**src/design/mcid_pkg.sv**
```systemverilog
// shared types and constants of the multichannel input debouncer
`default_nettype none
package mcid_pkg;

  localparam int CHANNELS_DEF = 16;
  localparam int PIN_W        = 16;
  localparam int PERIOD_W     = 16;
  localparam int THR_W        = 8;
  localparam int ELAPSED_W    = 8;
  localparam int CD_W         = 18;
  localparam int HANDLE_W     = 4;
  localparam int CH_W         = 4;
  localparam int IN_DATA_W    = 56;
  localparam int OUT_DATA_W   = 40;

  typedef enum logic [1:0] {
    OP_TICK  = 2'd0,
    OP_ADD   = 2'd1,
    OP_START = 2'd2,
    OP_STOP  = 2'd3
  } op_t;

  typedef struct packed {
    logic tick;
    logic add;
    logic start;
    logic stop;
  } lane_cmd_t;

  typedef struct packed {
    logic                status;
    logic [HANDLE_W-1:0] handle;
  } ctrl_res_t;

endpackage
`default_nettype wire

```
**src/design/mcid_lane.sv**
```systemverilog
// one debounce lane: countdown, sampling, stable count and event detection
`default_nettype none
module mcid_lane
  import mcid_pkg::*;
(
  input  wire logic                 clk,
  input  wire lane_cmd_t            cmd,
  input  wire logic [PERIOD_W-1:0]  period,
  input  wire logic [THR_W-1:0]     threshold,
  input  wire logic                 initial_level,
  input  wire logic [ELAPSED_W-1:0] elapsed,
  input  wire logic                 pin,
  output logic                      fire,
  output logic                      sample_level
);

  logic [PERIOD_W-1:0]   period_r, period_nxt;
  logic [THR_W-1:0]      thr_r, thr_nxt;
  logic signed [CD_W-1:0] cd_r, cd_nxt;
  logic [THR_W-1:0]      stable_r, stable_nxt;
  logic                  last_r, last_nxt;
  logic                  pend_r, pend_nxt;
  logic                  active_r, active_nxt;

  logic signed [CD_W-1:0] cd_dec;
  logic                   sampled;
  logic                   arm;
  logic [PERIOD_W-1:0]    arm_period;
  logic [THR_W-1:0]       stable_upd;
  logic                   pend_upd;

  assign cd_dec     = cd_r - $signed({{(CD_W-ELAPSED_W){1'b0}}, elapsed});
  assign sampled    = cmd.tick && active_r && (cd_dec[CD_W-1] || (cd_dec == '0));
  assign arm        = cmd.add || (cmd.start && !active_r);
  assign arm_period = cmd.add ? period : period_r;

  always_comb begin
    period_nxt = period_r;
    thr_nxt    = thr_r;
    cd_nxt     = cd_r;
    stable_nxt = stable_r;
    last_nxt   = last_r;
    pend_nxt   = pend_r;
    active_nxt = active_r;
    stable_upd = stable_r;
    pend_upd   = pend_r;
    fire       = 1'b0;
    if (cmd.add) begin
      period_nxt = period;
      thr_nxt    = threshold;
    end
    if (arm) begin
      last_nxt   = initial_level;
      pend_nxt   = 1'b0;
      stable_nxt = '0;
      cd_nxt     = $signed({{(CD_W-PERIOD_W){1'b0}}, arm_period});
      active_nxt = 1'b1;
    end else if (cmd.stop) begin
      active_nxt = 1'b0;
    end else if (cmd.tick && active_r) begin
      if (sampled) begin
        cd_nxt = $signed({{(CD_W-PERIOD_W){1'b0}}, period_r});
        if (pin != last_r) begin
          stable_upd = '0;
          pend_upd   = ~pend_r;
          last_nxt   = pin;
        end else if (pend_r) begin
          stable_upd = stable_r + 1'b1;
        end
        if (stable_upd >= thr_r) begin
          fire       = 1'b1;
          stable_upd = '0;
          pend_upd   = 1'b0;
        end
        stable_nxt = stable_upd;
        pend_nxt   = pend_upd;
      end else begin
        cd_nxt = cd_dec;
      end
    end
  end

  assign sample_level = sampled && pin;

  always_ff @(posedge clk) begin
    period_r <= period_nxt;
    thr_r    <= thr_nxt;
    cd_r     <= cd_nxt;
    stable_r <= stable_nxt;
    last_r   <= last_nxt;
    pend_r   <= pend_nxt;
    active_r <= active_nxt;
  end

endmodule
`default_nettype wire

```
**src/design/mcid_ctrl.sv**
```systemverilog
// op decoder, channel count and per-lane command fan-out
`default_nettype none
module mcid_ctrl
  import mcid_pkg::*;
#(
  parameter int CHANNELS = CHANNELS_DEF
) (
  input  wire logic              clk,
  input  wire logic              rst_n,
  input  wire logic              accept,
  input  wire logic [1:0]        op,
  input  wire logic [CH_W-1:0]   channel,
  output lane_cmd_t              cmd [CHANNELS],
  output ctrl_res_t              res
);

  localparam int CNT_W = $clog2(CHANNELS + 1);
  localparam int IDX_W = (CNT_W > CH_W) ? CNT_W : CH_W;

  logic [CNT_W-1:0] count_r, count_nxt;
  logic [IDX_W-1:0] ch_w;
  logic [IDX_W-1:0] count_w;
  logic             full;
  logic             ch_ok;
  op_t              op_d;

  assign op_d    = op_t'(op);
  assign ch_w    = IDX_W'(channel);
  assign count_w = IDX_W'(count_r);
  assign full    = (count_r == CNT_W'(CHANNELS));
  assign ch_ok   = (ch_w < count_w);

  always_comb begin
    count_nxt  = count_r;
    res.status = 1'b0;
    res.handle = '0;
    for (int k = 0; k < CHANNELS; k++) begin
      cmd[k] = '0;
    end
    unique case (op_d)
      OP_TICK: begin
        for (int k = 0; k < CHANNELS; k++) begin
          cmd[k].tick = accept && (IDX_W'(k) < count_w);
        end
      end
      OP_ADD: begin
        if (full) begin
          res.status = 1'b1;
        end else begin
          res.handle = HANDLE_W'(count_r);
          if (accept) begin
            count_nxt = count_r + 1'b1;
          end
          for (int k = 0; k < CHANNELS; k++) begin
            cmd[k].add = accept && (IDX_W'(k) == count_w);
          end
        end
      end
      OP_START: begin
        res.status = !ch_ok;
        for (int k = 0; k < CHANNELS; k++) begin
          cmd[k].start = accept && ch_ok && (IDX_W'(k) == ch_w);
        end
      end
      OP_STOP: begin
        res.status = !ch_ok;
        for (int k = 0; k < CHANNELS; k++) begin
          cmd[k].stop = accept && ch_ok && (IDX_W'(k) == ch_w);
        end
      end
      default: begin
        res.status = 1'b1;
      end
    endcase
  end

  always_ff @(posedge clk) begin
    if (!rst_n) begin
      count_r <= '0;
    end else begin
      count_r <= count_nxt;
    end
  end

endmodule
`default_nettype wire

```
**src/design/mcid_merge.sv**
```systemverilog
// merges lane events with the op status into the registered result beat
`default_nettype none
module mcid_merge
  import mcid_pkg::*;
#(
  parameter int CHANNELS = CHANNELS_DEF
) (
  input  wire logic                  clk,
  input  wire logic                  rst_n,
  input  wire logic                  accept,
  input  wire ctrl_res_t             res,
  input  wire logic [CHANNELS-1:0]   fire,
  input  wire logic [CHANNELS-1:0]   sample_level,
  input  wire logic                  out_tready,
  output logic                       out_tvalid,
  output logic [OUT_DATA_W-1:0]      out_tdata
);

  logic [PIN_W-1:0]      emask, elev;
  logic                  valid_r;
  logic [OUT_DATA_W-1:0] data_r;

  for (genvar k = 0; k < PIN_W; k++) begin : g_bits
    if (k < CHANNELS) begin : g_on
      assign emask[k] = fire[k];
      assign elev[k]  = sample_level[k];
    end else begin : g_off
      assign emask[k] = 1'b0;
      assign elev[k]  = 1'b0;
    end
  end

  always_ff @(posedge clk) begin
    if (!rst_n) begin
      valid_r <= 1'b0;
    end else if (accept) begin
      valid_r <= 1'b1;
    end else if (out_tready) begin
      valid_r <= 1'b0;
    end
  end

  always_ff @(posedge clk) begin
    if (accept) begin
      data_r <= {3'b000, elev, emask, res.handle, res.status};
    end
  end

  assign out_tvalid = valid_r;
  assign out_tdata  = data_r;

endmodule
`default_nettype wire

```
**src/design/multi_channel_input_debouncer_core.sv**
```systemverilog
// top level of the multichannel input debouncer
//
// input stream: one beat per command (tick, add, start, stop); every
// accepted beat yields exactly one result beat on the output stream.
// a tick beat carries elapsed time and all pin levels; each registered
// channel runs in its own lane and updates in the cycle the beat is taken.
// add hands out the next free channel in order; start and stop switch a
// registered channel on or off.
// result beats come from the output register, the cycle after the input
// beat is taken. throughput: one beat per cycle while out_tready is high,
// set by the single output register; a new beat is taken when no result
// is held or the held result is taken in the same cycle. on a stall, the
// result stays in the output register and in_tready drops until taken.
// reset clears the channel count and the output valid; per-channel state
// is written by add before it is ever read.
// result tdata: status, handle, event mask, event levels (low bits first).
`default_nettype none
module multi_channel_input_debouncer_core
  import mcid_pkg::*;
#(
  parameter int CHANNELS = CHANNELS_DEF
) (
  input  wire logic                  clk,
  input  wire logic                  rst_n,
  input  wire logic                  in_tvalid,
  output logic                       in_tready,
  // op[1:0], channel[5:2], period[21:6], threshold[29:22], initial_level[30],
  // read_period[38:31], pin_levels[54:39], zero pad[55]
  input  wire logic [IN_DATA_W-1:0]  in_tdata,
  output logic                       out_tvalid,
  input  wire logic                  out_tready,
  // status[0], handle[4:1], event_mask[20:5], event_levels[36:21], zero pad[39:37]
  output logic [OUT_DATA_W-1:0]      out_tdata
);

  logic                  accept;
  logic [1:0]            op;
  logic [CH_W-1:0]       channel;
  logic [PERIOD_W-1:0]   period;
  logic [THR_W-1:0]      threshold;
  logic                  initial_level;
  logic [ELAPSED_W-1:0]  read_period;
  logic [PIN_W-1:0]      pin_levels;
  lane_cmd_t             cmd [CHANNELS];
  ctrl_res_t             res;
  logic [CHANNELS-1:0]   fire;
  logic [CHANNELS-1:0]   sample_level;

  assign op            = in_tdata[1:0];
  assign channel       = in_tdata[5:2];
  assign period        = in_tdata[21:6];
  assign threshold     = in_tdata[29:22];
  assign initial_level = in_tdata[30];
  assign read_period   = in_tdata[38:31];
  assign pin_levels    = in_tdata[54:39];

  assign in_tready = !out_tvalid || out_tready;
  assign accept    = in_tvalid && in_tready;

  mcid_ctrl #(
    .CHANNELS (CHANNELS)
  ) u_ctrl (
    .clk     (clk),
    .rst_n   (rst_n),
    .accept  (accept),
    .op      (op),
    .channel (channel),
    .cmd     (cmd),
    .res     (res)
  );

  for (genvar k = 0; k < CHANNELS; k++) begin : g_lane
    logic pin;
    if (k < PIN_W) begin : g_pin
      assign pin = pin_levels[k];
    end else begin : g_nopin
      assign pin = 1'b0;
    end

    mcid_lane u_lane (
      .clk           (clk),
      .cmd           (cmd[k]),
      .period        (period),
      .threshold     (threshold),
      .initial_level (initial_level),
      .elapsed       (read_period),
      .pin           (pin),
      .fire          (fire[k]),
      .sample_level  (sample_level[k])
    );
  end

  mcid_merge #(
    .CHANNELS (CHANNELS)
  ) u_merge (
    .clk          (clk),
    .rst_n        (rst_n),
    .accept       (accept),
    .res          (res),
    .fire         (fire),
    .sample_level (sample_level),
    .out_tready   (out_tready),
    .out_tvalid   (out_tvalid),
    .out_tdata    (out_tdata)
  );

endmodule
`default_nettype wire
```
**config.mk**
```make
export PLATFORM = sky130hd
export DESIGN_NAME = multi_channel_input_debouncer_core
export DESIGN_NICKNAME = d
export VERILOG_FILES = /design/src/design/mcid_pkg.sv /design/src/design/mcid_lane.sv /design/src/design/mcid_ctrl.sv /design/src/design/mcid_merge.sv /design/src/design/multi_channel_input_debouncer_core.sv
export SDC_FILE = /design/constraint.sdc
export NUM_CORES = 2
export LEC_CHECK = 0
export ABC_AREA = 1
export BUFFER_PORTS_ARGS = -buffer_cell sky130_fd_sc_hd__buf_2
export CAP_MARGIN = 20
export CORE_MARGIN = 2
export CORE_UTILIZATION = 40
export CTS_CLUSTER_SIZE = 10
export DETAILED_ROUTE_END_ITERATION = 6
export PLACE_DENSITY = 0.61
export SKIP_CTS_REPAIR_TIMING = 1
export SLEW_MARGIN = 20
export SYNTH_ARGS = -nofsm -noshare
export SYNTH_HDL_FRONTEND = slang
export SYNTH_SLANG_ARGS = --single-unit
```
**constraint.sdc**
```tcl
create_clock -name clk -period 3.2 [get_ports clk]
set_input_delay 0.64 -clock clk [delete_from_list [all_inputs] [get_ports clk]]
set_output_delay 0.64 -clock clk [all_outputs]
set_load 0.005 [all_outputs]
```
* Word level (Yosys, flattened, before mapping)
Index checks and enable logic that the tools add are counted.
** Operators by class
- Equal/unequal tests :: 66
- $lt $le $gt $ge :: 33
- Reductions and logical operators :: 348
- $add $sub $neg :: 33
- Multiplexer cells :: 404
- Bitwise logic cells :: 66
** Operators by type and width (count)
- $mux 16 :: 64
- $mux 8 :: 112
- $logic_not 18->1 :: 16
- $mux 18 :: 16
- $sub 18x9->18 :: 16
- $mux 1 :: 211
- $reduce_bool 2->1 :: 65
- $add 8x1->8 const B :: 16
- $ge 8x8->1 :: 16
- $reduce_and 4->1 :: 32
- $logic_and 1x1->1 :: 114
- $not 1->1 :: 66
- $reduce_and 2->1 :: 32
- $reduce_or 4->1 :: 16
- $reduce_and 3->1 :: 17
- $eq 4x5->1 const A :: 8
- $lt 4x5->1 const A :: 8
- $logic_or 1x1->1 :: 33
- $eq 4x4->1 const A :: 8
- $ne 2x1->1 const B :: 16
- $eq 3x5->1 const A :: 4
- $lt 3x5->1 const A :: 4
- $logic_not 1->1 :: 18
- $eq 3x4->1 const A :: 4
- other kinds (16) :: 38
** Storage, ports and cells
- Output and inout bits :: 42
- Word-level logic and storage cells :: 1098
- Bits in registers :: 891

* Depth between registers and ports, before layout
- Depth in word-level cells :: 14
- Mapped depth :: 23
- Mapped depth without buffers :: 21

* By module
Synthesis repeated with hierarchy kept, for this count alone.
** Second synthesis, totals
- Cells, all modules :: 8594
- Area, all modules :: 58688.8 um^2
** Modules (own cells, without submodules)
- mcid_lane (g_lane[0].u_lane ...) :: sequential area each 1311.3 um^2, area each 3504.6 um^2, times used 10, cells each 516
- mcid_lane (g_lane[5].u_lane ...) :: sequential area each 1311.3 um^2, area each 3554.7 um^2, times used 5, cells each 529
- mcid_lane (g_lane[12].u_lane) :: sequential area each 1311.3 um^2, area each 3537.1 um^2, times used 1, cells each 517
- mcid_merge :: sequential area each 1131.1 um^2, area each 1181.1 um^2, times used 1, cells each 47
- mcid_ctrl :: sequential area each 100.1 um^2, area each 1131.1 um^2, times used 1, cells each 221
- multi_channel_input_debouncer_core :: sequential area each 0.0 um^2, area each 20.0 um^2, times used 1, cells each 4

* Worst setup path before layout
No wires, ideal clock.
- Path type :: input -> register
- From :: in in_tdata[33]
- To :: reg g_lane[0].u_lane.last_r, enable pin
- Arrival :: 2.791 ns
- Cell stages on the path :: 14
- Required time :: 2.889 ns
- Path slack :: 0.098 ns
- Library setup time :: 0.311 ns
- Cell sequence :: inv_1 ha_1 or2_1 nand3_1 nand2_1 nand2_1 nand2_1 xor2_1 nor2_1 nand3_1 nand2_2 nand2_4 buf_2 o21ai_0
** Between the ends
- Cells in the longest elaborated chain, start to end :: 6
** Ends and longest elaborated chain
- start, declared :: RTL line multi_channel_input_debouncer_core.sv:29 : input wire logic [IN_DATA_W-1:0] in_tdata,
- $sub 18x9->18 (*) :: RTL line mcid_lane.sv:32 : assign cd_dec = cd_r - $signed({{(CD_W-ELAPSED_W){1'b0}}, elapsed});
- $logic_not 18->1 :: RTL line mcid_lane.sv:33 : assign sampled = cmd.tick && active_r && (cd_dec[CD_W-1] || (cd_dec == '0));
- $logic_or 1x1->1 (*) :: RTL line mcid_lane.sv:33
- $logic_and 1x1->1 (*) :: RTL line mcid_lane.sv:33
- $reduce_bool 2->1 (no source line) (*)
- $reduce_and 4->1 (no source line) (*)
- end signal, assigned :: RTL line mcid_lane.sv:90 : last_r <= last_nxt;
- end, declared :: RTL line mcid_lane.sv:21 : logic last_r, last_nxt;
Mark *: on every way between the ends. The rest lies on a longest branch, timed or not.
A chain may end at the register's enable or synchronous reset.

* Worst setup path in the final report
- From :: reg u_ctrl.count_r[3]
- To :: reg g_lane[13].u_lane.cd_r[5], enable pin
** Between the ends
- Cells in the longest elaborated chain, start to end :: 8
** Ends and longest elaborated chain
- start, declared :: RTL line mcid_ctrl.sv:20 : logic [CNT_W-1:0] count_r, count_nxt;
- start signal, assigned :: RTL line mcid_ctrl.sv:81 : count_r <= count_nxt;
- $lt 4x5->1 :: RTL line mcid_ctrl.sv:31 : assign ch_ok = (ch_w < count_w);
- $logic_and 1x1->1 (2 in a row) :: RTL line mcid_ctrl.sv:62, mcid_ctrl.sv:68
- $mux 1 :: RTL line mcid_ctrl.sv:40 : unique case (op_d)
- $logic_and 1x1->1 :: RTL line mcid_lane.sv:34 : assign arm = cmd.add || (cmd.start && !active_r);
- $logic_or 1x1->1 :: RTL line mcid_lane.sv:34
- $ne 2x1->1 (no source line) / $reduce_bool 2->1 (equally long branches)
- $reduce_and 2->1 (no source line) (*)
- end signal, assigned :: RTL line mcid_lane.sv:88 : cd_r <= cd_nxt;
- end, declared :: RTL line mcid_lane.sv:19 : logic signed [CD_W-1:0] cd_r, cd_nxt;
Marks and branches as above.

==> impl_summary.txt <==
----------------------------------------------------
[Finish]
  Post-synthesis to final-layout area growth ... 20.0%
  Design area ... 68600 sq um
  Nets ... 9461
  Final core occ ... 48.4%
  Layout cell share with drive strength beyond 1 ... 12.1%

[Pwr]
  Comb pwr share ... 12.3%
  Switching share of total power ... approximately a quarter
  Pleak ... ~0.034 uW
  Power, Total ... roughly 28000 uW
  Power per cell area ... 403 nW/um^2
  Worst vdd ir ... 0.444 mV
  Clk pwr share ... 42.5%
  Proportion of power drawn by flip-flops and latches ... 45.2%
  Sw Pwr ... 7260 uW
  Internal power consumption ... 20400 uW

[Clock tree]
  Max clock buf depth ... 3
  Clock Sinks ... slightly below 900
  CTS tree ... done
  CTS Buf Count ... ~110
  Clock Tree Root ... clkbuf_16
  Clock network latency to the later pin of the worst-skew pair ... 750 ps
  Deepest level of the CTS H-tree ... 3
  Clk slew on worst S/H paths ... 60 ps

[Global route]
  All-layer global routing usage ... a little under a quarter
  Remaining global-route overflow ... 0
  Vias in the first global route ... approximately 51000
  First-pass GRT wire length ... 276000 um
  Pin count of the biggest net entering global routing ... 41
  Antenna violations before repair ... 15

[Timing]
  Final Hold Slack ... 220 ps
  Final setup violation count ... 0
  Post-Route Skew ... 43.1 ps
  Maximum operating frequency ... 0.336 GHz
  Final Hold Violating Endpoints ... 0
  Period minus WS final ... 2980 ps
  Period Utilization, post-route ... 93.1%
  Worst slew margin relative to its limit ... between 30% and 40%
  Slew @ Worst Pin ... 1040 ps
  Pins Over Slew Limit ... 0

[Synth]
  Top cell types by occurrence after synthesis ... 2734 x nand2_1, 1281 x inv_1, 931 x nand3_1, 748 x nor2_1, 454 x dfxtp_1
  Total of flip-flops plus latches after synthesis ... 891
  Biggest area consumer among synthesized cells ... edfxtp_1
  Most common cell in the synthesized netlist ... nand2_1
  Syn Inst Count ... 8419
  Number of distinct library cells after synthesis ... between 50 and 60
  Post-synthesis sequential area ratio ... 38.8%
  Area share of the leading cell type in the synthesized netlist ... 22.9%
  Top flip-flop cell by instance count after synthesis ... dfxtp_1
  Leading post-synthesis cells by cell area ... edfxtp_1 23%, nand2_1 18%, dfxtp_1 16%
  Yosys synthesis warning count ... 0
  EDFF count, synth ... 437
  Mean post-synth cell area ... roughly 6.8 sq um
  Mapped Area ... ~57000 sq um
  Async S/R FF share, synth ... 0%

[Placement]
  Post-Place Cell Area ... between 60000 and 70000 sq um
  Post-detail-place hpwl ... 129000 um
  Global placement routability congestion ... slightly above 0.9
  Number of port buffers ... 97

[Setup path]
  Buffer and inverter count on the worst path ... 4
  Worst path cell trace ... inv_1 -> ha_1 -> inv_1 -> nor2_1 -> a22oi_1 -> nand2_2 -> nor2_4 -> nand3_4 -> nor2_1 -> nand3_1 -> nand2_2 -> inv_2 -> nand2_1 -> buf_4
  WS Path Type ... reg2reg
  Worst-path fanout max ... 14
  Launching element of the worst setup path ... u_ctrl.count_r[3]
  Startpoint type of the worst setup path ... flop
  Slowest-stage cell, CP ... dfxtp_1
  Critical Path AT ... 3400 ps
  Reg2reg start ... u_ctrl.count_r[3]
  Largest delay contributor family on the critical path ... simple AND/OR/NAND/NOR gates
  Crit-path max cell delay ... slightly below 500 ps
  CP Data Required Time ... 3620 ps
  Type of destination of the critical path ... flop

[Die]
  I/O pin count ... 102
  Floorplan die area ... 146000 sq um
  Count of standard-cell rows ... 138
  Y dimension of the die ... 382 um
  Core footprint ... 142000 sq um
  X dimension of the die ... 382 um
  Initial Util ... between 40% and 50%

[Route]
  Post-route ant nets ... 0
  Wire length after detailed routing ... around 180000 um
  Initial DRC count ... slightly above 4000
  Wire length per cell after detailed routing ... 15.8 um
  Routed vias ... around 55000
  Post-detailed-route DRC marker count ... 0
  Average vias per placed instance ... 4.97
  Number of search-and-repair iterations in the first detailed-routing pass ... 6

[Hold path]
  Launch instance of the worst min-delay path ... rst_n
  Hold Crit Class ... in2reg

[Run status]
  Outcome ... completed

[Run]
  Max-Cap Viols ... 0

----------------------------------------------------
-- per-layer routing --
| layer | GRT usage (%) | part of all wire [%] | vias to the layer above |
|---|---|---|---|
| met3 | 2.97 | 6.0 | 235 |
| met1 | 32.3 | 46 | 25193 |
| li1 | - | - | 28367 |
| met2 | 38.7 | 45 | 1373 |
| met5 | 0 | 0.0085 | - |
| met4 | 7.24 | 3.0 | 2 |
-- cell usage in the layout (no fill, tap or decap), types with 138 or more instances in the layout --
master and count:
nor3_1 138, o21ai_0 421, a21oi_1 207, edfxtp_1 437, nor2_1 746, dfxtp_1 454
ha_1 278, buf_4 668, nand3_1 923, inv_1 1268, nand2_1 2734
-- worst min-delay path: stages --
cell     delay, ps
buf_2          140
o21ai_0         80
a21oi_1         40
-- area by class of cell --
cell class,count,area (sq um)
Clock inverter,18,148
Sequential cell,891,22200
Fill cell,14124,73100
Multi-Input combinational cell,5969,29100
Timing Repair Buffer,828,6740
Tap cell,1890,2360
Inverter,1309,4920
Antenna cell,5,12.5
Clock buffer,184,3160
-- registers in the layout, indices dropped and copies added (netlist names) --
| signal | cells |
|---|---|
| g_lane.u_lane.last_r | 16 |
| u_merge.out_tvalid | 1 |
| g_lane.u_lane.cd_r | 288 |
| g_lane.u_lane.active_r | 16 |
| g_lane.u_lane.period_r | 256 |
| g_lane.u_lane.pend_r | 16 |
| u_merge.out_tdata | 37 |
| g_lane.u_lane.stable_r | 128 |
| g_lane.u_lane.thr_r | 128 |
| u_ctrl.count_r | 5 |
-- through the flow --
step / setup TNS (ps) / instances / setup slack, ps
3_5_place_dp: -117720 / 10876 / -438
3_3_place_gp: -104900 / 10876 / -378
4_1_cts: 0 / 11078 / 50.6
5_1_grt: -155 / 11091 / -62.2
6_report: 0 / 11094 / 222
2_1_floorplan: 0 / 8421 / 98.5
-- power by group through the flow --
stage | combinational, uW | clock [uW] | sequential [uW]
floorplan | 1940 | 0 | 12700
global placement | 3300 | 0 | 12700
detailed placement | 3360 | 0 | 12800
CTS | 3380 | 12000 | 12500
global route | 3840 | 12400 | 12600
finish | 3400 | 11800 | 12500
-- cell families after synthesis --
logic type / Yosys count / share of synthesized area, %
AND/OR/NAND/NOR: 4876 / 36.1
buffers and inverters: 1561 / 10.7
flip-flops: 891 / 38.8
AO/OA/AOI/OAI: 733 / 6.71
adder cells (fa/ha/maj): 294 / 6.64
XOR/XNOR: 63 / 0.965
other: 1 / 0.00656
-- final timing paths --
path	endpoint	slack, ps	depth (start not counted)
worst min-delay path	u_ctrl.count_r[4]	220	3
worst min register to register	g_lane[12].u_lane.cd_r[17]	450	2
worst max register to register	g_lane[13].u_lane.cd_r[5]	220	14
worst max-delay path	g_lane[13].u_lane.cd_r[5]	220	14
Power figures use the tool's default switching activity.
